--- config.mk ---
export PLATFORM = sky130hd
export DESIGN_NAME = joystick_to_four_wheel_pulse_mixer
export DESIGN_NICKNAME = d
export VERILOG_FILES = /design/src/jsm_pkg.sv /design/src/jsm_decode.sv /design/src/jsm_wheel_scale.sv /design/src/joystick_to_four_wheel_pulse_mixer.sv
export SDC_FILE = /design/constraint.sdc
export NUM_CORES = 2
export LEC_CHECK = 0
export ABC_AREA = 1
export ABC_CLOCK_PERIOD_IN_PS = 12200
export BUFFER_PORTS_ARGS = -buffer_cell sky130_fd_sc_hd__clkbuf_2
export CORE_MARGIN = 2
export CORE_UTILIZATION = 65
export CTS_CLUSTER_SIZE = 40
export DETAILED_ROUTE_END_ITERATION = 10
export PLACE_DENSITY = 0.87
export SYNTH_ARGS = -nofsm -noshare
export SYNTH_HDL_FRONTEND = slang
export SYNTH_HIERARCHICAL = 1
export SYNTH_SLANG_ARGS = --single-unit
export TNS_END_PERCENT = 5
--- constraint.sdc ---
create_clock -name clock -period 12.2 [get_ports clock]
set_clock_uncertainty 0.15 [all_clocks]
set_input_delay 0.61 -clock clock [delete_from_list [all_inputs] [get_ports clock]]
set_output_delay 0.61 -clock clock [all_outputs]
set_load 0.005 [all_outputs]
--- src/jsm_pkg.sv ---
// Shared types, constants and register map of the joystick wheel mixer.
package jsm_pkg;

   // Full-scale stick magnitude used by every linear map.
   localparam int FULL_SCALE = 125;

   // Divide by FULL_SCALE as multiply by ceil(2^DIV_SHIFT / FULL_SCALE), then shift.
   // The result is exact for every dividend below 2^DIV_IN_W.
   localparam int DIV_SHIFT  = 26;
   localparam int DIV_IN_W   = 19;
   localparam int RECIP_W    = 20;
   localparam int DIV_PROD_W = DIV_IN_W + RECIP_W;
   localparam logic [RECIP_W-1:0] RECIP =
      RECIP_W'(((64'd1 << DIV_SHIFT) + 64'(FULL_SCALE) - 64'd1) / 64'(FULL_SCALE));

   // Register map, word index = paddr[3:2].
   localparam int CSR_ADDR_W = 4;
   localparam logic [1:0] CSR_DEAD_BAND    = 2'd0;
   localparam logic [1:0] CSR_PULSE_LOW    = 2'd1;
   localparam logic [1:0] CSR_PULSE_CENTRE = 2'd2;
   localparam logic [1:0] CSR_PULSE_HIGH   = 2'd3;

   localparam logic [6:0]  DEAD_BAND_RST    = 7'd4;
   localparam logic [11:0] PULSE_LOW_RST    = 12'd1000;
   localparam logic [11:0] PULSE_CENTRE_RST = 12'd1500;
   localparam logic [11:0] PULSE_HIGH_RST   = 12'd1950;

   // How one wheel value is mapped.
   typedef enum logic [1:0] {
      OP_CENTRE,   // constant pulse_centre
      OP_FWD,      // magnitude onto centre..high
      OP_REV,      // negated magnitude onto low..centre
      OP_FULL      // signed difference onto low..high
   } jsm_op_type;

   // One wheel's pending map: operand is already shifted by the map's lower bound.
   typedef struct packed {
      jsm_op_type        op;
      logic signed [9:0] operand;
   } jsm_term_type;

   // Load enables of the stages after decode.
   typedef struct packed {
      logic s2;
      logic s3;
      logic s4;
   } jsm_adv_type;

endpackage

--- src/jsm_decode.sv ---
// Stage 1: stick case decode and per-wheel map selection.
module jsm_decode (
   input  logic                          clock,
   input  logic                          load,
   input  logic signed [7:0]             left_horizontal,
   input  logic signed [7:0]             left_vertical,
   input  logic signed [7:0]             right_horizontal,
   input  logic                          force_stop,
   input  logic [6:0]                    dead_band,
   output jsm_pkg::jsm_term_type [3:0]   terms_ff
);

   jsm_pkg::jsm_term_type [3:0] terms_in;

   logic signed [8:0] lx9, ly9, rx9, lx1, ly1, dz9, ndz9;
   logic              lxp, lxn, lxz, lyp, lyn, lyz;
   logic [7:0]        m_rx, m_lx, m_lx1, m_ly, m_ly1;
   logic [7:0]        h_pp, h_np, h_pn;

   function automatic logic [7:0] mag(input logic signed [8:0] v);
      logic signed [8:0] a;
      a = (v < 0) ? -v : v;
      return a[7:0];
   endfunction

   function automatic jsm_pkg::jsm_term_type t_fwd(input logic [7:0] m);
      jsm_pkg::jsm_term_type t;
      t.op      = jsm_pkg::OP_FWD;
      t.operand = $signed({2'b00, m});
      return t;
   endfunction

   function automatic jsm_pkg::jsm_term_type t_rev(input logic [7:0] m);
      jsm_pkg::jsm_term_type t;
      t.op      = jsm_pkg::OP_REV;
      t.operand = 10'(jsm_pkg::FULL_SCALE) - $signed({2'b00, m});
      return t;
   endfunction

   function automatic jsm_pkg::jsm_term_type t_full(input logic [7:0] a, input logic [7:0] b);
      jsm_pkg::jsm_term_type t;
      t.op      = jsm_pkg::OP_FULL;
      t.operand = $signed({2'b00, a}) - $signed({2'b00, b}) + 10'(jsm_pkg::FULL_SCALE);
      return t;
   endfunction

   function automatic jsm_pkg::jsm_term_type t_mid();
      jsm_pkg::jsm_term_type t;
      t.op      = jsm_pkg::OP_CENTRE;
      t.operand = '0;
      return t;
   endfunction

   assign lx9  = {left_horizontal[7], left_horizontal};
   assign ly9  = {left_vertical[7], left_vertical};
   assign rx9  = {right_horizontal[7], right_horizontal};
   assign lx1  = lx9 + 9'sd1;
   assign ly1  = ly9 + 9'sd1;
   assign dz9  = $signed({2'b00, dead_band});
   assign ndz9 = -dz9;

   assign lxp = lx9 > dz9;
   assign lxn = lx9 < ndz9;
   assign lxz = (lx9 < dz9) && (lx9 > ndz9);
   assign lyp = ly9 > dz9;
   assign lyn = ly9 < ndz9;
   assign lyz = (ly9 < dz9) && (ly9 > ndz9);

   assign m_rx  = mag(rx9);
   assign m_lx  = mag(lx9);
   assign m_lx1 = mag(lx1);
   assign m_ly  = mag(ly9);
   assign m_ly1 = mag(ly1);

   // Half-sums, floor of non-negative values.
   assign h_pp = 8'(({1'b0, m_lx1} + {1'b0, m_ly1}) >> 1);
   assign h_np = 8'(({1'b0, m_lx}  + {1'b0, m_ly1}) >> 1);
   assign h_pn = 8'(({1'b0, m_lx1} + {1'b0, m_ly})  >> 1);

   // Wheel order: front left, front right, back left, back right.
   always_comb begin
      terms_in = {4{t_mid()}};
      if (rx9 > dz9) begin
         terms_in = {t_rev(m_rx), t_fwd(m_rx), t_fwd(m_rx), t_rev(m_rx)};
      end else if (rx9 < ndz9) begin
         terms_in = {t_fwd(m_rx), t_rev(m_rx), t_rev(m_rx), t_fwd(m_rx)};
      end else if (lxp && lyp) begin
         terms_in = {t_full(m_lx1, m_ly1), t_fwd(h_pp), t_rev(h_pp), t_full(m_ly1, m_lx1)};
      end else if (lyp && lxz) begin
         terms_in = {t_rev(m_ly1), t_fwd(m_ly1), t_rev(m_ly1), t_fwd(m_ly1)};
      end else if (lxn && lyp) begin
         terms_in = {t_rev(h_np), t_full(m_ly1, m_lx), t_full(m_lx, m_ly1), t_fwd(h_np)};
      end else if (lxp && lyz) begin
         terms_in = {t_fwd(m_lx1), t_fwd(m_lx1), t_rev(m_lx1), t_rev(m_lx1)};
      end else if (lxn && lyz) begin
         terms_in = {t_rev(m_lx1), t_rev(m_lx1), t_fwd(m_lx1), t_fwd(m_lx1)};
      end else if (lxp && lyn) begin
         terms_in = {t_fwd(h_pn), t_full(m_lx1, m_ly), t_full(m_ly, m_lx1), t_rev(h_pn)};
      end else if (lyn && lxz) begin
         terms_in = {t_fwd(m_ly1), t_rev(m_ly1), t_fwd(m_ly1), t_rev(m_ly1)};
      end else if (lxn && lyn) begin
         terms_in = {t_full(m_ly1, m_lx), t_rev(h_np), t_fwd(h_np), t_full(m_lx, m_ly1)};
      end
      if (force_stop) begin
         terms_in = {4{t_mid()}};
      end
   end

   always_ff @(posedge clock) begin
      if (load) begin
         terms_ff <= terms_in;
      end
   end

endmodule

--- src/jsm_wheel_scale.sv ---
// Stages 2 to 4 of one wheel: span multiply, divide by full scale, offset and clamp.
module jsm_wheel_scale (
   input  logic                   clock,
   input  jsm_pkg::jsm_adv_type   adv,
   input  jsm_pkg::jsm_term_type  term,
   input  logic [11:0]            pulse_low,
   input  logic [11:0]            pulse_centre,
   input  logic [11:0]            pulse_high,
   output logic [11:0]            wheel_ff
);

   // Stage 2
   logic signed [12:0]  span;
   logic signed [22:0]  prod_in, prod_ff;
   jsm_pkg::jsm_op_type op2_ff, op3_ff;

   // Stage 3
   logic [21:0]                      nabs;
   logic [jsm_pkg::DIV_IN_W-1:0]     ndiv;
   logic [jsm_pkg::DIV_PROD_W-1:0]   qprod;
   logic [12:0]                      quot_in, quot_ff;
   logic                             neg_ff;

   // Stage 4
   logic signed [13:0] squot;
   logic signed [14:0] base, value, low15, high15;
   logic [11:0]        wheel_in;

   always_comb begin
      case (term.op)
         jsm_pkg::OP_FWD: span = $signed({1'b0, pulse_high}) - $signed({1'b0, pulse_centre});
         jsm_pkg::OP_REV: span = $signed({1'b0, pulse_centre}) - $signed({1'b0, pulse_low});
         default:         span = $signed({1'b0, pulse_high}) - $signed({1'b0, pulse_low});
      endcase
   end

   assign prod_in = 23'(term.operand) * 23'(span);

   always_ff @(posedge clock) begin
      if (adv.s2) begin
         prod_ff <= prod_in;
         op2_ff  <= term.op;
      end
   end

   // Truncate toward zero: divide the magnitude, restore the sign later.
   // The low..high map divides by twice full scale; halve first.
   assign nabs    = prod_ff[22] ? 22'(-prod_ff) : 22'(prod_ff);
   assign ndiv    = (op2_ff == jsm_pkg::OP_FULL) ? nabs[jsm_pkg::DIV_IN_W:1]
                                                 : nabs[jsm_pkg::DIV_IN_W-1:0];
   assign qprod   = jsm_pkg::DIV_PROD_W'(ndiv) * jsm_pkg::DIV_PROD_W'(jsm_pkg::RECIP);
   assign quot_in = qprod[jsm_pkg::DIV_SHIFT +: 13];

   always_ff @(posedge clock) begin
      if (adv.s3) begin
         quot_ff <= quot_in;
         neg_ff  <= prod_ff[22];
         op3_ff  <= op2_ff;
      end
   end

   assign squot  = neg_ff ? -$signed({1'b0, quot_ff}) : $signed({1'b0, quot_ff});
   assign base   = (op3_ff == jsm_pkg::OP_FWD) ? $signed({3'b000, pulse_centre})
                                               : $signed({3'b000, pulse_low});
   assign value  = (op3_ff == jsm_pkg::OP_CENTRE) ? $signed({3'b000, pulse_centre})
                                                  : base + 15'(squot);
   assign low15  = $signed({3'b000, pulse_low});
   assign high15 = $signed({3'b000, pulse_high});

   // Floor first, then ceiling.
   always_comb begin
      if (value < low15) begin
         wheel_in = pulse_low;
      end else if (value > high15) begin
         wheel_in = pulse_high;
      end else begin
         wheel_in = value[11:0];
      end
   end

   always_ff @(posedge clock) begin
      if (adv.s4) begin
         wheel_ff <= wheel_in;
      end
   end

endmodule

--- src/joystick_to_four_wheel_pulse_mixer.sv ---
// Top level: joystick sample to four clamped wheel pulse widths, with register port.
// Four registered stages (decode, span multiply, reciprocal divide, offset and clamp)
// each advance whenever the stage after is free. Throughput: one word per cycle
// while rsp_ready does not stall the output.
// Reset: synchronous, active high; empties the pipeline and loads the register
// defaults (dead band 4, pulses 1000 / 1500 / 1950).
module joystick_to_four_wheel_pulse_mixer (
   input  logic              clock,
   input  logic              reset,

   input  logic              req_valid,
   output logic              req_ready,
   input  logic signed [7:0] req_left_horizontal,
   input  logic signed [7:0] req_left_vertical,
   input  logic signed [7:0] req_right_horizontal,
   input  logic              req_force_stop,

   output logic              rsp_valid,
   input  logic              rsp_ready,
   output logic [11:0]       rsp_wheel_front_left,
   output logic [11:0]       rsp_wheel_front_right,
   output logic [11:0]       rsp_wheel_back_left,
   output logic [11:0]       rsp_wheel_back_right,

   input  logic                             csr_psel,
   input  logic                             csr_penable,
   input  logic                             csr_pwrite,
   input  logic [jsm_pkg::CSR_ADDR_W-1:0]   csr_paddr,
   input  logic [31:0]                      csr_pwdata,
   output logic [31:0]                      csr_prdata,
   output logic                             csr_pready
);

   // ---------------------------------------------------------------
   // Configuration registers
   // ---------------------------------------------------------------
   logic [6:0]  dead_band_ff, dead_band_in;
   logic [11:0] pulse_low_ff, pulse_low_in;
   logic [11:0] pulse_centre_ff, pulse_centre_in;
   logic [11:0] pulse_high_ff, pulse_high_in;
   logic        csr_write;
   logic [1:0]  csr_index;

   assign csr_pready = 1'b1;
   assign csr_write  = csr_psel && csr_penable && csr_pwrite && csr_pready;
   assign csr_index  = csr_paddr[3:2];

   // Write the addressed register, hold the others.
   always_comb begin
      dead_band_in    = dead_band_ff;
      pulse_low_in    = pulse_low_ff;
      pulse_centre_in = pulse_centre_ff;
      pulse_high_in   = pulse_high_ff;
      if (csr_write) begin
         unique case (csr_index)
            jsm_pkg::CSR_DEAD_BAND:    dead_band_in    = csr_pwdata[6:0];
            jsm_pkg::CSR_PULSE_LOW:    pulse_low_in    = csr_pwdata[11:0];
            jsm_pkg::CSR_PULSE_CENTRE: pulse_centre_in = csr_pwdata[11:0];
            jsm_pkg::CSR_PULSE_HIGH:   pulse_high_in   = csr_pwdata[11:0];
            default: ;
         endcase
      end
   end

   always_ff @(posedge clock) begin
      if (reset) begin
         dead_band_ff    <= jsm_pkg::DEAD_BAND_RST;
         pulse_low_ff    <= jsm_pkg::PULSE_LOW_RST;
         pulse_centre_ff <= jsm_pkg::PULSE_CENTRE_RST;
         pulse_high_ff   <= jsm_pkg::PULSE_HIGH_RST;
      end else begin
         dead_band_ff    <= dead_band_in;
         pulse_low_ff    <= pulse_low_in;
         pulse_centre_ff <= pulse_centre_in;
         pulse_high_ff   <= pulse_high_in;
      end
   end

   // Read back, zero-extended.
   always_comb begin
      unique case (csr_index)
         jsm_pkg::CSR_DEAD_BAND:    csr_prdata = {25'd0, dead_band_ff};
         jsm_pkg::CSR_PULSE_LOW:    csr_prdata = {20'd0, pulse_low_ff};
         jsm_pkg::CSR_PULSE_CENTRE: csr_prdata = {20'd0, pulse_centre_ff};
         jsm_pkg::CSR_PULSE_HIGH:   csr_prdata = {20'd0, pulse_high_ff};
         default:                   csr_prdata = '0;
      endcase
   end

   // ---------------------------------------------------------------
   // Pipeline control: each stage loads when it is empty or its word
   // moves on in the same cycle, so bubbles squeeze out under stall.
   // ---------------------------------------------------------------
   logic                 s1_valid_ff, s1_valid_in;
   logic                 s2_valid_ff, s2_valid_in;
   logic                 s3_valid_ff, s3_valid_in;
   logic                 rsp_valid_ff, rsp_valid_in;
   logic                 s1_load;
   jsm_pkg::jsm_adv_type adv;

   assign adv.s4  = !rsp_valid_ff || rsp_ready;
   assign adv.s3  = !s3_valid_ff || adv.s4;
   assign adv.s2  = !s2_valid_ff || adv.s3;
   assign s1_load = !s1_valid_ff || adv.s2;

   assign req_ready = s1_load;
   assign rsp_valid = rsp_valid_ff;

   // Advance valid bits with their stage, hold them otherwise.
   assign s1_valid_in  = s1_load ? req_valid    : s1_valid_ff;
   assign s2_valid_in  = adv.s2  ? s1_valid_ff  : s2_valid_ff;
   assign s3_valid_in  = adv.s3  ? s2_valid_ff  : s3_valid_ff;
   assign rsp_valid_in = adv.s4  ? s3_valid_ff  : rsp_valid_ff;

   always_ff @(posedge clock) begin
      if (reset) begin
         s1_valid_ff  <= 1'b0;
         s2_valid_ff  <= 1'b0;
         s3_valid_ff  <= 1'b0;
         rsp_valid_ff <= 1'b0;
      end else begin
         s1_valid_ff  <= s1_valid_in;
         s2_valid_ff  <= s2_valid_in;
         s3_valid_ff  <= s3_valid_in;
         rsp_valid_ff <= rsp_valid_in;
      end
   end

   // ---------------------------------------------------------------
   // Datapath: one decode, four wheel scalers.
   // ---------------------------------------------------------------
   jsm_pkg::jsm_term_type [3:0] terms;

   jsm_decode u_decode (
      .clock            (clock),
      .load             (s1_load),
      .left_horizontal  (req_left_horizontal),
      .left_vertical    (req_left_vertical),
      .right_horizontal (req_right_horizontal),
      .force_stop       (req_force_stop),
      .dead_band        (dead_band_ff),
      .terms_ff         (terms)
   );

   // terms[3] is front left down to terms[0] back right.
   jsm_wheel_scale u_front_left (
      .clock        (clock),
      .adv          (adv),
      .term         (terms[3]),
      .pulse_low    (pulse_low_ff),
      .pulse_centre (pulse_centre_ff),
      .pulse_high   (pulse_high_ff),
      .wheel_ff     (rsp_wheel_front_left)
   );

   jsm_wheel_scale u_front_right (
      .clock        (clock),
      .adv          (adv),
      .term         (terms[2]),
      .pulse_low    (pulse_low_ff),
      .pulse_centre (pulse_centre_ff),
      .pulse_high   (pulse_high_ff),
      .wheel_ff     (rsp_wheel_front_right)
   );

   jsm_wheel_scale u_back_left (
      .clock        (clock),
      .adv          (adv),
      .term         (terms[1]),
      .pulse_low    (pulse_low_ff),
      .pulse_centre (pulse_centre_ff),
      .pulse_high   (pulse_high_ff),
      .wheel_ff     (rsp_wheel_back_left)
   );

   jsm_wheel_scale u_back_right (
      .clock        (clock),
      .adv          (adv),
      .term         (terms[0]),
      .pulse_low    (pulse_low_ff),
      .pulse_centre (pulse_centre_ff),
      .pulse_high   (pulse_high_ff),
      .wheel_ff     (rsp_wheel_back_right)
   );

   // ---------------------------------------------------------------
   // Assertions
   // ---------------------------------------------------------------

   // Input back-pressure only when every stage holds a word.
   a_ready_only_when_full: assert property (@(posedge clock) disable iff (reset)
      !req_ready |-> (s1_valid_ff && s2_valid_ff && s3_valid_ff && rsp_valid_ff))
      else $error("input stalled with an empty stage");

   // A word waiting behind a stalled output stays in stage 3.
   a_stage3_holds: assert property (@(posedge clock) disable iff (reset)
      (s3_valid_ff && rsp_valid_ff && !rsp_ready) |=> s3_valid_ff)
      else $error("stage 3 word lost under output stall");

   // A freshly loaded result lies within the clamp window.
   a_clamp_window: assert property (@(posedge clock) disable iff (reset)
      (adv.s4 && s3_valid_ff && (pulse_low_ff <= pulse_high_ff)) |=>
         (rsp_wheel_front_left  >= $past(pulse_low_ff) &&
          rsp_wheel_front_left  <= $past(pulse_high_ff) &&
          rsp_wheel_front_right >= $past(pulse_low_ff) &&
          rsp_wheel_front_right <= $past(pulse_high_ff) &&
          rsp_wheel_back_left   >= $past(pulse_low_ff) &&
          rsp_wheel_back_left   <= $past(pulse_high_ff) &&
          rsp_wheel_back_right  >= $past(pulse_low_ff) &&
          rsp_wheel_back_right  <= $past(pulse_high_ff)))
      else $error("wheel pulse outside clamp window");

endmodule
==> results.cfg <==
[logic_synthesis]
yosysTopAreaCell = fa_1
synth_area_mm2 = 0.0771
synth_flop_cell = edfxtp_1
ys_types = 80
synth_edf_count = 252
synthArstFlopShare_pct = 0
ys_seq_area_share_pct = 11.0
synth_top_area_share_pct = 21.1
synth_area_leaders = fa_1, ha_1, inv_1
syn_avg_cell_area_um2 = 7.46
syn_inst = 10300
synth-seq-cells = 299
ys_warn_count = 6

[timing]
fmax_mhz = 116
timing.final.crit_share_pct = 70.5
setup_tns_ps = 0
relSlewSlack_pct = 19.0
hold_viol = 0
tightest_slew_ps = 1200
setup_viol = 0
slew_violations = 0
finalCriticalPeriod_ps = 8600
rsz0062_at_grt = false

[placed_design]
dp.cells = 11900
portBuffers = 107
dp_hpwl_um = 189000
place.gp.congestion = 1.07

[critical_path]
end_kind = register
cp_max_fo = 24
cp_data_required_time_ps = 12420
rr_endpoint = u_back_left/prod_ff[19]
slowest_stage = fa_1
r2r_start = u_decode/terms_ff[22]
start_kind = register
crit_arrival_ps = 8820
slowest_delay_ps = 550
crit_buf_inv = 7
worst-r2r-setup-slack_ps = 3600
crit_family = adder cells
path_class = reg2reg
startpoint = u_decode/terms_ff[22]
worst_path_most_repeated_cell = nand2_1
reg2reg_depth = 37

[finish]
utilization_pct = 68.3
synthToLayoutAreaGrowth_pct = 4.50
nFillCells = 9679
layout_common_cells = inv_1, nand2_1, ha_1, fa_1, nor2_1
drive_gt1_share_pct = 5.67
fin_nets = 12500
final_cells = 12000
layout_commonest_cell = inv_1

[routing]
antenna_left = 0
routed_via_density = 5.81
drt_pass1_iterations = 7
vias = 69600
route.detailed.drc = 0
drt-total-wl_um = 228000
wire_per_inst_um = 19.0
initialDrtViolationCount = 7269

[worst_hold_path]
hold_class = in2reg
min-delay-start = req_valid
holdPathStages = 3
hold_end = s1_valid_ff

[floorplanning]
core_area_mm2 = 0.118
fp.dieW_um = 348
fp.dieH_um = 348
die-area_mm2 = 0.121
io_pins = 151
start_util_pct = 65.4
rows = 126

[clock_tree]
cts.sinks = 299
cts_inserted_buffers = 41
cts_setup_buffers = 0
clk_latency_ps = 630
h-tree-depth = 2
holdBufCountCts = 0
clk_pin_slew_ps = 70
cts_tree = done
cts_buffer_depth = 3
cts_resized = 0
cts-root-buf = clkbuf_16

[grt]
overflow = 0
grt_max_degree = 68
antenna_found_initial = 19
track_usage_pct = 37.3
grt_first_pass_wirelength_um = 359000
grt_pass1_vias = 69500

[job]
max_cap_viol_count = 0

[status]
outcome = finished, final reports clean
tightest hold or removal path, stage by stage:
cell      delay (ps)
clkbuf_2          80
inv_1             40
a21oi_1           50
flip-flops by register name, indices dropped and copies added (netlist names), 13 cells and up:
| register | cells |
|---|---|
| u_back_right/quot_ff | 13 |
| u_back_left/prod_ff | 21 |
| u_front_left/quot_ff | 13 |
| u_front_right/prod_ff | 21 |
| u_back_left/quot_ff | 13 |
| u_front_left/prod_ff | 21 |
| u_back_right/prod_ff | 21 |
| u_decode/terms_ff | 48 |
| u_front_right/quot_ff | 13 |
stage by stage:
step           cell area [µm²]  setup WS, ps  hold slack [ps]
2_1_floorplan            77200          5070              274
3_3_place_gp             79200          4050              281
3_5_place_dp             79200          3770              285
4_1_cts                  80500          3740             25.3
5_1_grt                  80600          2930             67.4
6_report                 80600          3600             43.7
routing by layer:
metal  wire length, µm  up-vias  global-route usage [%]  share of wire (%)
met5               145        -                       0              0.064
li1                  -    32600                       -                  -
met4             14000       22                    20.5                6.1
met2            101000     3505                    59.6                 44
met1             89600    32700                    47.0                 39
met3             23400      781                    8.35                 10
synth_stat cells, types with 54 or more instances:
cell,instances
nand4_1,103
nor2_1,750
xor2_1,272
nor3_1,73
a21oi_1,545
clkbuf_1,86
fa_1,811
edfxtp_1,252
inv_1,2231
nand3_1,348
nand3_2,54
nand2_2,74
nand2_1,2184
xnor2_1,105
o21ai_0,502
ha_1,1256
how the worst max path moves through the flow:
stage | endpoint | slack (ps) | cells past startpoint
after floorplan | u_back_right/prod_ff[16] | 5070 | 35
after global placement | u_back_left/prod_ff[19] | 4050 | 39
after detailed placement | u_back_left/prod_ff[19] | 3770 | 39
after CTS | u_back_left/prod_ff[19] | 3740 | 39
after global routing | u_back_left/prod_ff[19] | 2930 | 39
final | u_back_left/prod_ff[19] | 3600 | 37
kinds of logic after synthesis:
logic type      Yosys count  share of synthesized area [%]
compound gates         1361                           9.80
buf+inv                2482                           12.6
simple gates           3743                           20.8
other cells               2                        0.00974
fa+ha+maj              2067                           41.4
xor+xnor                380                           4.35
flops                   299                           11.0
mux                       1                         0.0146
cell type report:
cell class | instances | area (µm²) | share of cell area, %
multi-input cells | 7573 | 59000 | 73.2
inverters | 2285 | 8580 | 10.7
flip-flops and latches | 299 | 8510 | 10.6
well taps | 1536 | 1920 | 2.39
repair buffers | 191 | 1170 | 1.45
clock buffers | 50 | 1100 | 1.37
clock inverters | 26 | 273 | 0.339
diodes | 8 | 20.0 | 0.0248
Power is left out: the tool's default activity adds up to more than one toggle a clock period on the data nets, which glitch-free logic cannot reach.
